`src/lmfr_pkg.sv`:
```
// ----------------------------------------------------------------------------
// lmfr_pkg
// shared types and constants for the led matrix frame refresher
// ----------------------------------------------------------------------------
package lmfr_pkg;

    // item kinds
    localparam logic [1:0] KIND_PIXEL   = 2'd0;
    localparam logic [1:0] KIND_REFRESH = 2'd1;
    localparam logic [1:0] KIND_INIT    = 2'd2;

    // driver register addresses and control data
    localparam logic [3:0] ADDR_TEST      = 4'h0F;
    localparam logic [3:0] ADDR_INTENSITY = 4'h0A;
    localparam logic [3:0] ADDR_SCANLIMIT = 4'h0B;
    localparam logic [3:0] ADDR_SHUTDOWN  = 4'h0C;
    localparam logic [7:0] SCAN_ALL       = 8'h07;
    localparam logic [7:0] DISPLAY_ON     = 8'h01;

    localparam logic [3:0] BRIGHT_RESET = 4'd8;
    localparam int         ROWS_DEF     = 8;

    // frame index: 0..3 control frames, 4.. row frames
    localparam int         IDX_W      = 4;
    localparam logic [3:0] IDX_TEST   = 4'd0;
    localparam logic [3:0] IDX_INTENS = 4'd1;
    localparam logic [3:0] IDX_SCAN   = 4'd2;
    localparam logic [3:0] IDX_SHUT   = 4'd3;
    localparam logic [3:0] IDX_ROW0   = 4'd4;

    typedef struct packed {
        logic pix_we;      // apply pixel write
        logic start;       // begin a frame run
        logic start_init;  // run is an init sequence
        logic load;        // load next frame into output register
    } t_cmd;

    typedef struct packed {
        logic last;        // frame index points at final frame of the run
    } t_sts;

endpackage

```
`src/lmfr_ctrl.sv`:
```
// ----------------------------------------------------------------------------
// lmfr_ctrl
// controller: accepts items, sequences frame loads, owns output valid
// ----------------------------------------------------------------------------
module lmfr_ctrl (
    input  logic            i_clk,
    input  logic            i_rst_n,
    input  logic            i_in_valid,
    output logic            o_in_stall,
    input  logic [1:0]      i_kind,
    input  logic            i_refresh_after,
    output logic            o_out_valid,
    input  logic            i_out_stall,
    output lmfr_pkg::t_cmd  o_cmd,
    input  lmfr_pkg::t_sts  i_sts
);

    localparam logic S_IDLE = 1'b0;
    localparam logic S_RUN  = 1'b1;

    logic r_state, n_state;
    logic r_out_valid, n_out_valid;
    logic in_xfer;
    logic run_req;

    assign o_in_stall  = (r_state != S_IDLE);
    assign o_out_valid = r_out_valid;
    assign in_xfer     = i_in_valid && (r_state == S_IDLE);

    always_comb begin
        case (i_kind)
            lmfr_pkg::KIND_PIXEL:   run_req = i_refresh_after;
            lmfr_pkg::KIND_REFRESH: run_req = 1'b1;
            lmfr_pkg::KIND_INIT:    run_req = 1'b1;
            default:                run_req = 1'b0;
        endcase
    end

    always_comb begin
        o_cmd.pix_we     = in_xfer && (i_kind == lmfr_pkg::KIND_PIXEL);
        o_cmd.start      = in_xfer && run_req;
        o_cmd.start_init = (i_kind == lmfr_pkg::KIND_INIT);
        // output register free or being drained
        o_cmd.load       = (r_state == S_RUN) && (!r_out_valid || !i_out_stall);
    end

    always_comb begin
        n_state     = r_state;
        n_out_valid = r_out_valid;
        if (r_out_valid && !i_out_stall) begin
            n_out_valid = 1'b0;
        end
        case (r_state)
            S_IDLE: begin
                if (o_cmd.start) begin
                    n_state = S_RUN;
                end
            end
            S_RUN: begin
                if (o_cmd.load) begin
                    n_out_valid = 1'b1;
                    if (i_sts.last) begin
                        n_state = S_IDLE;
                    end
                end
            end
            default: n_state = S_IDLE;
        endcase
    end

    always_ff @(posedge i_clk) begin
        if (!i_rst_n) begin
            r_state     <= S_IDLE;
            r_out_valid <= 1'b0;
        end else begin
            r_state     <= n_state;
            r_out_valid <= n_out_valid;
        end
    end

    a_load_in_run: assert property (@(posedge i_clk) disable iff (!i_rst_n)
        o_cmd.load |-> r_state == S_RUN)
        else $error("frame load outside a run");

    a_start_idle: assert property (@(posedge i_clk) disable iff (!i_rst_n)
        o_cmd.start |=> r_state == S_RUN)
        else $error("run start did not enter run state");

    a_last_ends: assert property (@(posedge i_clk) disable iff (!i_rst_n)
        (o_cmd.load && i_sts.last) |=> (r_state == S_IDLE && r_out_valid))
        else $error("final frame load did not end the run");

    a_load_valid: assert property (@(posedge i_clk) disable iff (!i_rst_n)
        o_cmd.load |=> r_out_valid)
        else $error("loaded frame not marked valid");

endmodule

```
`src/lmfr_dp.sv`:
```
// ----------------------------------------------------------------------------
// lmfr_dp
// datapath: frame buffer, brightness register, frame index, output register
// ----------------------------------------------------------------------------
module lmfr_dp #(
    parameter int ROWS = lmfr_pkg::ROWS_DEF
) (
    input  logic            i_clk,
    input  logic            i_rst_n,
    input  logic            i_cfg_we,
    input  logic [3:0]      i_cfg_brightness,
    input  logic [3:0]      i_column,
    input  logic [2:0]      i_row_index,
    input  logic            i_pixel_on,
    input  lmfr_pkg::t_cmd  i_cmd,
    output lmfr_pkg::t_sts  o_sts,
    output logic [3:0]      o_register_address,
    output logic [7:0]      o_far_data,
    output logic [7:0]      o_near_data,
    output logic            o_last_frame
);

    localparam int RW = (ROWS > 1) ? $clog2(ROWS) : 1;
    localparam logic [lmfr_pkg::IDX_W-1:0] IDX_LAST =
        lmfr_pkg::IDX_W'(ROWS + 3);

    logic [7:0] r_far  [ROWS];
    logic [7:0] r_near [ROWS];
    logic [3:0] r_bright;
    logic [lmfr_pkg::IDX_W-1:0] r_idx;
    logic       r_blank;

    logic [3:0] r_addr;
    logic [7:0] r_fd;
    logic [7:0] r_nd;
    logic       r_last;

    logic [3:0] row_off;
    logic [RW-1:0] rd_row;
    logic [RW-1:0] wr_row;
    logic       wr_ok;
    logic [7:0] mask;
    logic [3:0] n_addr;
    logic [7:0] n_fd;
    logic [7:0] n_nd;

    assign wr_ok   = ({1'b0, i_row_index} < 4'(ROWS));
    assign wr_row  = i_row_index[RW-1:0];
    assign mask    = 8'h80 >> i_column[2:0];
    assign row_off = r_idx - lmfr_pkg::IDX_ROW0;
    assign rd_row  = row_off[RW-1:0];
    assign o_sts.last = (r_idx == IDX_LAST);

    always_comb begin
        case (r_idx)
            lmfr_pkg::IDX_TEST: begin
                n_addr = lmfr_pkg::ADDR_TEST;
                n_fd   = 8'h00;
                n_nd   = 8'h00;
            end
            lmfr_pkg::IDX_INTENS: begin
                n_addr = lmfr_pkg::ADDR_INTENSITY;
                n_fd   = {4'h0, r_bright};
                n_nd   = {4'h0, r_bright};
            end
            lmfr_pkg::IDX_SCAN: begin
                n_addr = lmfr_pkg::ADDR_SCANLIMIT;
                n_fd   = lmfr_pkg::SCAN_ALL;
                n_nd   = lmfr_pkg::SCAN_ALL;
            end
            lmfr_pkg::IDX_SHUT: begin
                n_addr = lmfr_pkg::ADDR_SHUTDOWN;
                n_fd   = lmfr_pkg::DISPLAY_ON;
                n_nd   = lmfr_pkg::DISPLAY_ON;
            end
            default: begin
                // row frames address 1..ROWS
                n_addr = row_off + 4'd1;
                n_fd   = r_blank ? 8'h00 : r_far[rd_row];
                n_nd   = r_blank ? 8'h00 : r_near[rd_row];
            end
        endcase
    end

    always_ff @(posedge i_clk) begin
        if (!i_rst_n) begin
            for (int i = 0; i < ROWS; i++) begin
                r_far[i]  <= 8'h00;
                r_near[i] <= 8'h00;
            end
            r_bright <= lmfr_pkg::BRIGHT_RESET;
        end else begin
            if (i_cfg_we) begin
                r_bright <= i_cfg_brightness;
            end
            if (i_cmd.pix_we && wr_ok) begin
                if (!i_column[3]) begin
                    r_far[wr_row] <= i_pixel_on ? (r_far[wr_row] | mask)
                                                : (r_far[wr_row] & ~mask);
                end else begin
                    r_near[wr_row] <= i_pixel_on ? (r_near[wr_row] | mask)
                                                 : (r_near[wr_row] & ~mask);
                end
            end
        end
    end

    // frame index and output payload
    always_ff @(posedge i_clk) begin
        if (i_cmd.start) begin
            r_idx   <= i_cmd.start_init ? lmfr_pkg::IDX_TEST : lmfr_pkg::IDX_ROW0;
            r_blank <= i_cmd.start_init;
        end else if (i_cmd.load) begin
            r_idx <= r_idx + 4'd1;
        end
        if (i_cmd.load) begin
            r_addr <= n_addr;
            r_fd   <= n_fd;
            r_nd   <= n_nd;
            r_last <= o_sts.last;
        end
    end

    assign o_register_address = r_addr;
    assign o_far_data         = r_fd;
    assign o_near_data        = r_nd;
    assign o_last_frame       = r_last;

endmodule

```
`src/led_matrix_frame_refresher_unit.sv`:
```
// ----------------------------------------------------------------------------
// led_matrix_frame_refresher_unit
// 16xROWS frame buffer for two chained 8x8 led matrix drivers, emits frames
// ----------------------------------------------------------------------------
// channel  | direction | handshake                  | payload
// in       | input     | i_in_valid / o_in_stall    | kind column row_index pixel_on refresh_after
// out      | output    | o_out_valid / i_out_stall  | register_address far/near data last_frame
// cfg      | input     | i_cfg_we                   | i_cfg_brightness
//
// an item is taken when it is valid and the controller is idle; a refresh then loads
// ROWS frames and an init ROWS+4 frames, one per cycle into the output register while it is free
// stalls on the output hold the controller; the input stalls for the whole run
// synchronous active-low reset clears the buffer and sets brightness to 8
// ----------------------------------------------------------------------------
module led_matrix_frame_refresher_unit #(
    parameter int ROWS = lmfr_pkg::ROWS_DEF
) (
    input  logic       i_clk,
    input  logic       i_rst_n,
    input  logic       i_cfg_we,
    input  logic [3:0] i_cfg_brightness,
    input  logic       i_in_valid,
    output logic       o_in_stall,
    input  logic [1:0] i_kind,
    input  logic [3:0] i_column,
    input  logic [2:0] i_row_index,
    input  logic       i_pixel_on,
    input  logic       i_refresh_after,
    output logic       o_out_valid,
    input  logic       i_out_stall,
    output logic [3:0] o_register_address,
    output logic [7:0] o_far_data,
    output logic [7:0] o_near_data,
    output logic       o_last_frame
);

    lmfr_pkg::t_cmd cmd;
    lmfr_pkg::t_sts sts;

    lmfr_ctrl u_ctrl (
        .i_clk           (i_clk),
        .i_rst_n         (i_rst_n),
        .i_in_valid      (i_in_valid),
        .o_in_stall      (o_in_stall),
        .i_kind          (i_kind),
        .i_refresh_after (i_refresh_after),
        .o_out_valid     (o_out_valid),
        .i_out_stall     (i_out_stall),
        .o_cmd           (cmd),
        .i_sts           (sts)
    );

    lmfr_dp #(
        .ROWS (ROWS)
    ) u_dp (
        .i_clk              (i_clk),
        .i_rst_n            (i_rst_n),
        .i_cfg_we           (i_cfg_we),
        .i_cfg_brightness   (i_cfg_brightness),
        .i_column           (i_column),
        .i_row_index        (i_row_index),
        .i_pixel_on         (i_pixel_on),
        .i_cmd              (cmd),
        .o_sts              (sts),
        .o_register_address (o_register_address),
        .o_far_data         (o_far_data),
        .o_near_data        (o_near_data),
        .o_last_frame       (o_last_frame)
    );

endmodule

```
`config.mk`:
```
export PLATFORM = sky130hd
export DESIGN_NAME = led_matrix_frame_refresher_unit
export DESIGN_NICKNAME = d
export VERILOG_FILES = /design/src/lmfr_pkg.sv /design/src/lmfr_ctrl.sv /design/src/lmfr_dp.sv /design/src/led_matrix_frame_refresher_unit.sv
export SDC_FILE = /design/constraint.sdc
export NUM_CORES = 1
export LEC_CHECK = 0
export ABC_AREA = 1
export BUFFER_PORTS_ARGS = -buffer_cell sky130_fd_sc_hd__buf_2
export CORE_MARGIN = 2
export CORE_UTILIZATION = 23
export CTS_CLUSTER_SIZE = 14
export DETAILED_ROUTE_END_ITERATION = 8
export HOLD_SLACK_MARGIN = 0.05
export PLACE_DENSITY = 0.36
export SYNTH_ARGS = -nofsm -noshare
export SYNTH_HDL_FRONTEND = slang
export SYNTH_HIERARCHICAL = 1
export SYNTH_SLANG_ARGS = --single-unit
```
`constraint.sdc`:
```
create_clock -name i_clk -period 4.1 [get_ports i_clk]
set_input_delay 0.82 -clock i_clk [delete_from_list [all_inputs] [get_ports i_clk]]
set_output_delay 0.82 -clock i_clk [all_outputs]
set_load 0.01 [all_outputs]
```
==> results.yml, run 1 <==
final_layout:
  area_growth_pct: 13.6
  drive_gt1_frac: 0.116
  nets: 1098
  antenna_cells: 0
  utilization: 0.263
  nFillCells: 4299
logic_synthesis:
  ys_ff_latch: 160
  synth_simple_gate_area_frac: 0.182
  synth_compound_area_frac: 0.175
  ys_top_cells_by_area: "edfxtp_1 (51%), a21oi_1 (11%), nand2_1 (8.8%), nand3_1 (7.0%), inv_1 (6.4%)"
  synth_mux_area_frac: 0.00110
  seq_area_frac_synth: 0.519
  ys_warn_count: 6
  async_reset_ff_frac: 0
  avgSynthCellArea_um2: 8.69
  yosysMostFrequentCell: "nand2_1"
  synth_top_family_by_area: "simple AND/OR/NAND/NOR gates"
  synthXorXnorAreaFrac: 0.00192
  synth_area_um2: 9140
  synth_edf_count: 154
  ys_top_cells_by_count: "nand2_1 (214), a21oi_1 (193), inv_1 (155), edfxtp_1 (154), nand3_1 (128)"
  yosysUniqueCellTypes: 32
  synthCells: 1052
  synth-main-ff-cell: "edfxtp_1"
  synth-adder-area-share: 0.0123
  synth_nets: 1081
  synth_top_area_cell: "edfxtp_1"
  synth_top_area_share: 0.506
clocking:
  insertion_delay_ns: 0.43
  clock-root-buffer: "clkbuf_16"
  clk_pin_slew_worst_paths_ns: 0.06
  cts_hold_repair.buffers: 0
  cts_setup_buffers: 0
  cts_max_level: 4
  clock-sinks: 160
  cts_buffers: 17
  cts_tree: "done"
  cts_max_path_buffers: 2
  post_cts_resized: 0
sta:
  setup_viol: 0
  period_share: 0.683
  relSlewSlack: 0.232
  skew_ns: 0.00999
  hold_ws_ns: 0.501
  rsz0062_at_grt: "no"
  clock.fmax_ghz: 0.357
  drv_slew: 0
  max_slew.worst_pin.slew_ns: 1.15
  fin_setup_tns_ns: 0
  hold_viol: 0
  period_needed_ns: 2.80
grt:
  grt_max_degree: 73
  grt_pass1_vias: 7265
  grt.total_usage: 0.170
  overflow: 0
  grt_first_pass_wirelength_mm: 50.6
  antenna_found_initial: 2
floorplan:
  fp.coreArea_um2: 39500
  die_h_um: 203
  die_w_um: 203
  rows: 73
  design.die.area_um2: 41300
  ios: 43
  start_util: 0.232
job:
  maxCapViolations: 0
pwr:
  leakage_nw: 4.22
  power.density_nw_per_um2: 420
  ir_drop_mv: 0.299
  finalPower_mw: 4.36
routing:
  ant_nets: 0
  vias: 7587
  drt_pass1_iterations: 7
  avgViaCountPerCell: 4.72
  drc: 0
  post_drt_wl_per_cell_um: 21.8
  first_iter_violations: 716
  drt-total-wl_mm: 35.0
setup_path:
  crit_fanout: 9
  worstSetupPathType: "in -> reg"
  cp-end-kind: "flop"
  arrival_ns: 2.89
  required_ns: 4.19
  cp-start-kind: "input port"
status:
  outcome: "finished clean"
placement:
  place_hpwl_mm: 22.8
  portBuffers: 42
  gp_congestion: 0.785
min_path:
  min_path_type: "reg -> reg"
## report_power, final
group	internal, mW	switching (mW)
clock network	0.988	0.671
logic	0.204	0.582
registers	1.88	0.0366
## final timing paths
check | startpoint | endpoint | slack (ns) | depth (start not counted)
max reg2reg | u_dp/r_idx[0]$_SDFFCE_PP0P_ | u_dp/o_near_data[3]$_DFFE_PP_ | 1.56 | 9
max | i_kind[0] | u_dp/r_far[4][7]$_SDFFCE_PN0P_ | 1.30 | 8
min reg2reg | u_dp/r_bright[3]$_SDFFE_PN1P_ | u_dp/r_bright[3]$_SDFFE_PN1P_ | 0.50 | 2
min | u_dp/r_bright[3]$_SDFFE_PN1P_ | u_dp/r_bright[3]$_SDFFE_PN1P_ | 0.50 | 2
## registers in the layout, indices dropped and copies added (netlist names), 4 cells and up
| name | count |
|---|---|
| u_dp/r_near | 64 |
| u_dp/r_bright | 4 |
| u_dp/r_idx | 4 |
| u_dp/o_register_address | 4 |
| u_dp/r_far | 64 |
| u_dp/o_far_data | 8 |
| u_dp/o_near_data | 8 |
## stage by stage
step | std cells | worst slack, ns | cell area, µm²
final | 1607 | 1.30 | 10400
after global routing | 1607 | 1.13 | 10400
after CTS | 1607 | 1.36 | 10400
after detailed placement | 1575 | 0.895 | 9780
after global placement | 1575 | 0.927 | 9780
after floorplan | 1052 | 1.56 | 9140
## placed cells by master, fill, tap and decap left out, types with 4 or more instances in the layout
cell | Yosys | final
nor2_2 | 3 | 6
inv_1 | 155 | 154
nand2_1 | 214 | 214
nand3_1 | 128 | 128
a21oi_1 | 193 | 192
dfxtp_1 | 6 | 6
o21ai_0 | 65 | 65
nor2_1 | 12 | 9
o21ai_4 | 16 | 16
clkinvlp_4 | 0 | 4
buf_2 | 27 | 42
clkbuf_16 | 0 | 17
ha_1 | 9 | 9
buf_4 | 8 | 17
and3_1 | 8 | 8
nand4_1 | 4 | 4
edfxtp_1 | 154 | 154
## per-layer routing
layer / GRT usage / up-vias / part of all wire
met5: 0 / - / 0.00051
met4: 0.0365 / 4 / 0.014
met3: 0.0304 / 31 / 0.057
met2: 0.263 / 245 / 0.45
met1: 0.247 / 3708 / 0.48
li1: - / 3599 / -
## logic make-up after synthesis
logic type | after synthesis
simple gates | 379
buf+inv | 221
flops | 160
fa+ha+maj | 9
xor+xnor | 2
compound gates | 280
mux | 1
## final cells by class
type,count,area (µm²),share of cell area
sequential,160,4740,0.457
multi-input combinational,671,3410,0.329
tap,525,657,0.0633
inverter,159,604,0.0582
clock buffer,22,464,0.0447
timing repair buffer,60,358,0.0345
clock inverter,10,135,0.0130
## worst max-delay path, cell delays in order
cell     delay (ns)
buf_2          0.11
inv_1          0.07
ha_1           0.16
and3_2         0.24
nand2_1        0.08
nor2_2         0.54
nand3_1        0.43
nand2_1        0.43
Note: power is estimated with default switching activity, not from simulation.
==> inputs of run 2 (changes only) <==
--- a/config.mk
+++ b/config.mk
@@ -5,7 +5,7 @@
 export SDC_FILE = /design/constraint.sdc
 export NUM_CORES = 1
 export LEC_CHECK = 0
-export ABC_AREA = 1
+export ABC_AREA = 0
 export BUFFER_PORTS_ARGS = -buffer_cell sky130_fd_sc_hd__buf_2
 export CORE_MARGIN = 2
 export CORE_UTILIZATION = 23
==> constraint.sdc (replaced) <==
create_clock -name i_clk -period 2.8 [get_ports i_clk]
set_input_delay 0.56 -clock i_clk [delete_from_list [all_inputs] [get_ports i_clk]]
set_output_delay 0.56 -clock i_clk [all_outputs]
set_load 0.01 [all_outputs]
==> results.yml, run 2 <==
sta:
  drv_slew: 0
  max_slew.worst_pin.slew_ns: 0.606
  clock.fmax_ghz: 0.438
  period_share: 0.816
  setup_viol: 0
  relSlewSlack: 0.596
  rsz0062_at_grt: "no"
  hold_ws_ns: 0.350
  hold_viol: 0
  period_needed_ns: 2.28
  skew_ns: 0.0125
  fin_setup_tns_ns: 0
clocking:
  insertion_delay_ns: 0.44
  cts_max_level: 4
  clock-root-buffer: "clkbuf_16"
  cts_tree: "done"
  post_cts_resized: 0
  clk_pin_slew_worst_paths_ns: 0.07
  clock-sinks: 160
  cts_hold_repair.buffers: 0
  cts_max_path_buffers: 2
  cts_buffers: 17
  cts_setup_buffers: 0
pwr:
  comb_power_share: 0.183
  power_frac_seq: 0.457
  switchingPower_mw: 1.72
  netSwitchingFraction: 0.279
  ir_drop_mv: 0.400
  leakage_nw: 3.77
  power.clock.fraction: 0.361
  power.density_nw_per_um2: 562
  intPower_mw: 4.46
setup_path:
  cp-end-kind: "flop"
  worstSetupPathType: "reg -> reg"
  crit_fanout: 23
  cp-start-kind: "flop"
  arrival_ns: 2.44
  required_ns: 2.96
routing:
  avgViaCountPerCell: 4.86
  drc: 0
  vias: 6669
  ant_nets: 0
  first_iter_violations: 428
  post_drt_wl_per_cell_um: 21.4
  drt-total-wl_mm: 29.4
  drt_pass1_iterations: 5
logic_synthesis:
  async_reset_ff_frac: 0
  ys_warn_count: 6
  ys_top_cells_by_count: "edfxtp_1 (154), a21oi_1 (139), nand3_1 (114), clkbuf_1 (59), nand2_1 (58)"
  avgSynthCellArea_um2: 11.9
  synth_top_area_share: 0.509
  synth_area_um2: 9090
  synth_edf_count: 154
  ys_ff_latch: 160
  yosysUniqueCellTypes: 53
  synth-main-ff-cell: "edfxtp_1"
  ys_top_cells_by_area: "edfxtp_1 (51%), mux4_2 (7.9%), a21oi_1 (7.7%), nand3_1 (6.3%), mux2_2 (5.0%)"
  synthCells: 767
  synth_nets: 796
  yosysMostFrequentCell: "edfxtp_1"
  seq_area_frac_synth: 0.522
  synth_top_area_cell: "edfxtp_1"
floorplan:
  fp.coreArea_um2: 38800
  rows: 72
  ios: 43
  die_h_um: 203
  start_util: 0.234
  design.die.area_um2: 41100
  die_w_um: 203
status:
  outcome: "finished clean"
placement:
  placed_cells: 1341
  portBuffers: 42
  place_hpwl_mm: 20.9
  gp_congestion: 0.746
final_layout:
  drive_gt1_frac: 0.311
  nFillCells: 4006
  antenna_cells: 0
  final_cells: 1373
  nets: 871
  area_growth_pct: 20.9
  layout_commonest_cell: "edfxtp_1"
  layout_common_cells: "edfxtp_1 (154), a21oi_1 (139), nand3_1 (114)"
  largestRegisters: "u_dp/r_far (64), u_dp/r_near (64)"
grt:
  antenna_found_initial: 2
  grt.total_usage: 0.145
  grt_pass1_vias: 6820
  grt_first_pass_wirelength_mm: 44.2
  overflow: 0
  grt_max_degree: 45
job:
  maxCapViolations: 0
min_path:
  min_path_type: "in -> reg"
-- run 2: worst paths after layout --
check / start / endpoint / slack, ns / cells past startpoint
max: u_dp/r_idx[1]$_SDFFCE_PP0P_ / u_dp/o_far_data[2]$_DFFE_PP_ / 0.52 / 4
min: i_cfg_brightness[3] / u_dp/r_bright[3]$_SDFFE_PN1P_ / 0.35 / 3
max reg2reg: u_dp/r_idx[1]$_SDFFCE_PP0P_ / u_dp/o_far_data[2]$_DFFE_PP_ / 0.52 / 4
min reg2reg: u_dp/r_bright[3]$_SDFFE_PN1P_ / u_dp/r_bright[3]$_SDFFE_PN1P_ / 0.50 / 2
-- run 2: worst max-delay path, stage by stage (launching register included) --
cell	delay, ns
edfxtp_1	0.41
buf_4	0.44
mux4_2	0.56
mux2i_1	0.44
o21ai_0	0.16
-- run 2: metal layers --
layer	GRT usage	wire, µm	vias to the layer above
met5	0	18	-
met4	0.0310	225	2
li1	-	-	3149
met2	0.246	14600	150
met1	0.191	13400	3353
met3	0.0279	1200	15
-- run 2: cell families after synthesis --
| family | after synthesis | synth area share |
|---|---|---|
| buffers and inverters | 84 | 0.0414 |
| XOR/XNOR | 2 | 0.00193 |
| multiplexers | 108 | 0.179 |
| adder cells (fa/ha/maj) | 9 | 0.0124 |
| AND/OR/NAND/NOR | 211 | 0.120 |
| flip-flops | 160 | 0.522 |
| AO/OA/AOI/OAI | 193 | 0.123 |
-- run 2: cell type report --
type,instances,area [µm²],share of cell area
clock buffer,20,437,0.0397
clock inverter,12,115,0.0105
inverter,6,22.5,0.00205
multi-input combinational,523,4020,0.366
sequential,160,4740,0.432
tap,518,648,0.0590
timing repair buffer,134,1000,0.0913
-- run 2: stage by stage --
stage | instance area [µm²] | util | setup slack [ns] | power (mW)
final | 11000 | 0.283 | 0.516 | 6.18
after global routing | 11000 | 0.283 | 0.342 | 6.44
after CTS | 11000 | 0.283 | 0.484 | 6.26
after detailed placement | 10400 | 0.269 | 0.215 | 4.01
after global placement | 10400 | 0.269 | 0.246 | 4.02
after floorplan | 9090 | - | 0.200 | 3.53
-- run 2: power groups by stage --
stage               clock network, mW  logic, mW  registers (mW)
floorplan                           0      0.665            2.86
global placement                    0       1.15            2.87
detailed placement                  0       1.14            2.87
CTS                              2.30       1.15            2.82
global route                     2.39       1.23            2.83
finish                           2.23       1.13            2.82
==> inputs of run 3 (changes only) <==
--- a/config.mk
+++ b/config.mk
@@ -5,7 +5,7 @@
 export SDC_FILE = /design/constraint.sdc
 export NUM_CORES = 1
 export LEC_CHECK = 0
-export ABC_AREA = 0
+export ABC_AREA = 1
 export BUFFER_PORTS_ARGS = -buffer_cell sky130_fd_sc_hd__buf_2
 export CORE_MARGIN = 2
 export CORE_UTILIZATION = 23
==> constraint.sdc (replaced) <==
create_clock -name i_clk -period 2.11 [get_ports i_clk]
set_input_delay 0.422 -clock i_clk [delete_from_list [all_inputs] [get_ports i_clk]]
set_output_delay 0.422 -clock i_clk [all_outputs]
set_load 0.01 [all_outputs]
==> results.yml, run 3 (same netlist as run 1, synthesis figures left out) <==
status:
  outcome: "finished clean"
grt:
  grt.busiest_layer: "met2"
  grtUsageMet3: 0.0216
  grt.total_usage: 0.168
  grt_max_degree: 44
  overflow: 0
  antenna_found_initial: 3
  grt.met1_usage: 0.235
  met2_usage: 0.273
  grt_pass1_vias: 7628
  grt_first_pass_wirelength_mm: 50.6
routing:
  first_iter_violations: 620
  drt-total-wl_mm: 33.6
  avgViaCountPerCell: 4.51
  drc: 0
  post_drt_wl_per_cell_um: 19.7
  drt_pass1_iterations: 5
  vias: 7715
  ant_nets: 0
pwr:
  ir_drop_mv: 0.561
  comb_power_share: 0.197
  power_frac_seq: 0.407
  netSwitchingFraction: 0.279
  power.density_nw_per_um2: 784
  switchingPower_mw: 2.55
  leakage_nw: 4.88
  power.clock.fraction: 0.397
  intPower_mw: 6.58
floorplan:
  design.die.area_um2: 41300
  die_h_um: 203
  rows: 73
  die_w_um: 203
  start_util: 0.232
  ios: 43
  fp.coreArea_um2: 39500
setup_path:
  critPathTopFamily: "simple AND/OR/NAND/NOR gates"
  path_common_cell: "buf_4"
  cp-start-kind: "flop"
  required_ns: 2.37
  worstSetupPathType: "reg -> reg"
  arrival_ns: 2.25
  cp-end-kind: "flop"
  slowest_delay_ns: 0.45
  path_buf_inv: 3
  crit_chain: "buf_4 -> ha_1 -> nand2_1 -> inv_1 -> nor2_2 -> nand2_2 -> nor2_4 -> buf_4 -> and3_1"
  crit_fanout: 5
  crit_slowest_cell: "edfxtp_1"
  cp-startpoint: "u_dp/r_idx[0]$_SDFFCE_PP0P_"
  r2r-start: "u_dp/r_idx[0]$_SDFFCE_PP0P_"
placement:
  place_hpwl_mm: 24.3
  portBuffers: 42
  place_ws_ns: -0.245
  gp_congestion: 0.777
final_layout:
  multiInputGateArea_um2: 3420
  layout_common_cells: "nand2_1 (214), a21oi_1 (192), inv_1 (155)"
  drive_gt1_frac: 0.194
  layout_commonest_cell: "nand2_1"
  area_growth_pct: 27.4
  nFillCells: 4243
  largestRegisters: "u_dp/r_far (64), u_dp/r_near (64)"
  nets: 1199
  seq_area_um2: 4740
sta:
  drv_slew: 0
  skew_ns: 0.00996
  hold_viol: 0
  period_needed_ns: 1.99
  setup_viol: 0
  clock.fmax_ghz: 0.503
  fin_ws_ns: 0.121
  rsz0062_at_grt: "no"
  hold_ws_ns: 0.198
  max_slew.worst_pin.slew_ns: 0.558
  period_share: 0.943
  relSlewSlack: 0.624
min_path:
  min_path_type: "in -> reg"
  holdCritStartpoint: "i_cfg_brightness[3]"
clocking:
  clock-root-buffer: "clkbuf_16"
  clk_pin_slew_worst_paths_ns: 0.07
  cts_tree: "done"
  cts_max_path_buffers: 2
  clock-sinks: 160
  cts_buffers: 17
  cts_max_level: 4
  insertion_delay_ns: 0.43
job:
  maxCapViolations: 0
[run 3: cell count changes in the layout (fill, tap and decap cells not counted), sizes merged, moves of 15 or more]
cell / before / now
a222oi: 16 / 0
mux2: 64 / 0
a21oi: 139 / 194
inv: 5 / 160
mux4: 32 / 0
nand2: 58 / 216
a211oi: 16 / 0
buf: 134 / 161
nand3: 114 / 129
o21ai: 12 / 81
[run 3: tightest hold or removal path, stage by stage]
cell and delay [ns]:
buf_2 0.08, nand2_1 0.04, nand3_1 0.06
[run 3: final timing paths]
kind / to / slack (ns) / depth (start not counted)
worst max register to register: u_dp/o_near_data[4]$_DFFE_PP_ / 0.12 / 9
worst max-delay path: u_dp/o_near_data[4]$_DFFE_PP_ / 0.12 / 9
worst min-delay path: u_dp/r_bright[3]$_SDFFE_PN1P_ / 0.20 / 3
worst min register to register: u_dp/r_bright[3]$_SDFFE_PN1P_ / 0.47 / 2
[run 3: area by class of cell]
class | instances | share of cell area
Multi-Input combinational cell | 671 | 0.294
Clock buffer | 19 | 0.0381
Antenna cell | 1 | 0.000215
Inverter | 159 | 0.0519
Tap cell | 525 | 0.0564
Clock inverter | 13 | 0.0201
Timing Repair Buffer | 161 | 0.132
Sequential cell | 160 | 0.408
[run 3: power groups by stage]
| stage | combinational, mW | sequential, mW | clock, mW |
|---|---|---|---|
| floorplan | 0.952 | 3.79 | 0 |
| global placement | 1.78 | 3.78 | 0 |
| detailed placement | 1.78 | 3.78 | 0 |
| CTS | 1.81 | 3.71 | 3.70 |
| global route | 1.97 | 3.73 | 3.80 |
| finish | 1.80 | 3.71 | 3.62 |
[run 3: what timing repair did]
item | CTS | global route
hold buffers | 0 | 0
buffers inserted | 3 | 1
endpoints found under the setup margin | 16 | 13
pin swaps | 1 | 1
resized for setup | 0 | 3
[run 3: routing by layer]
metal  wire, µm  share of wire
met2      15900           0.47
met4        432          0.013
met3       1560          0.046
met5         14        0.00042
met1      15800           0.47
[run 3: through the flow]
stage               std cells  TNS (ns)  total power [mW]  utilization  cell area (µm²)
floorplan                1052         0              4.74            -             9140
global placement         1672     -1.51              5.56        0.276            10900
detailed placement       1672     -1.68              5.56        0.276            10900
CTS                      1707         0              9.22        0.294            11600
global route             1709         0              9.50        0.295            11600
finish                   1709         0              9.13        0.295            11600
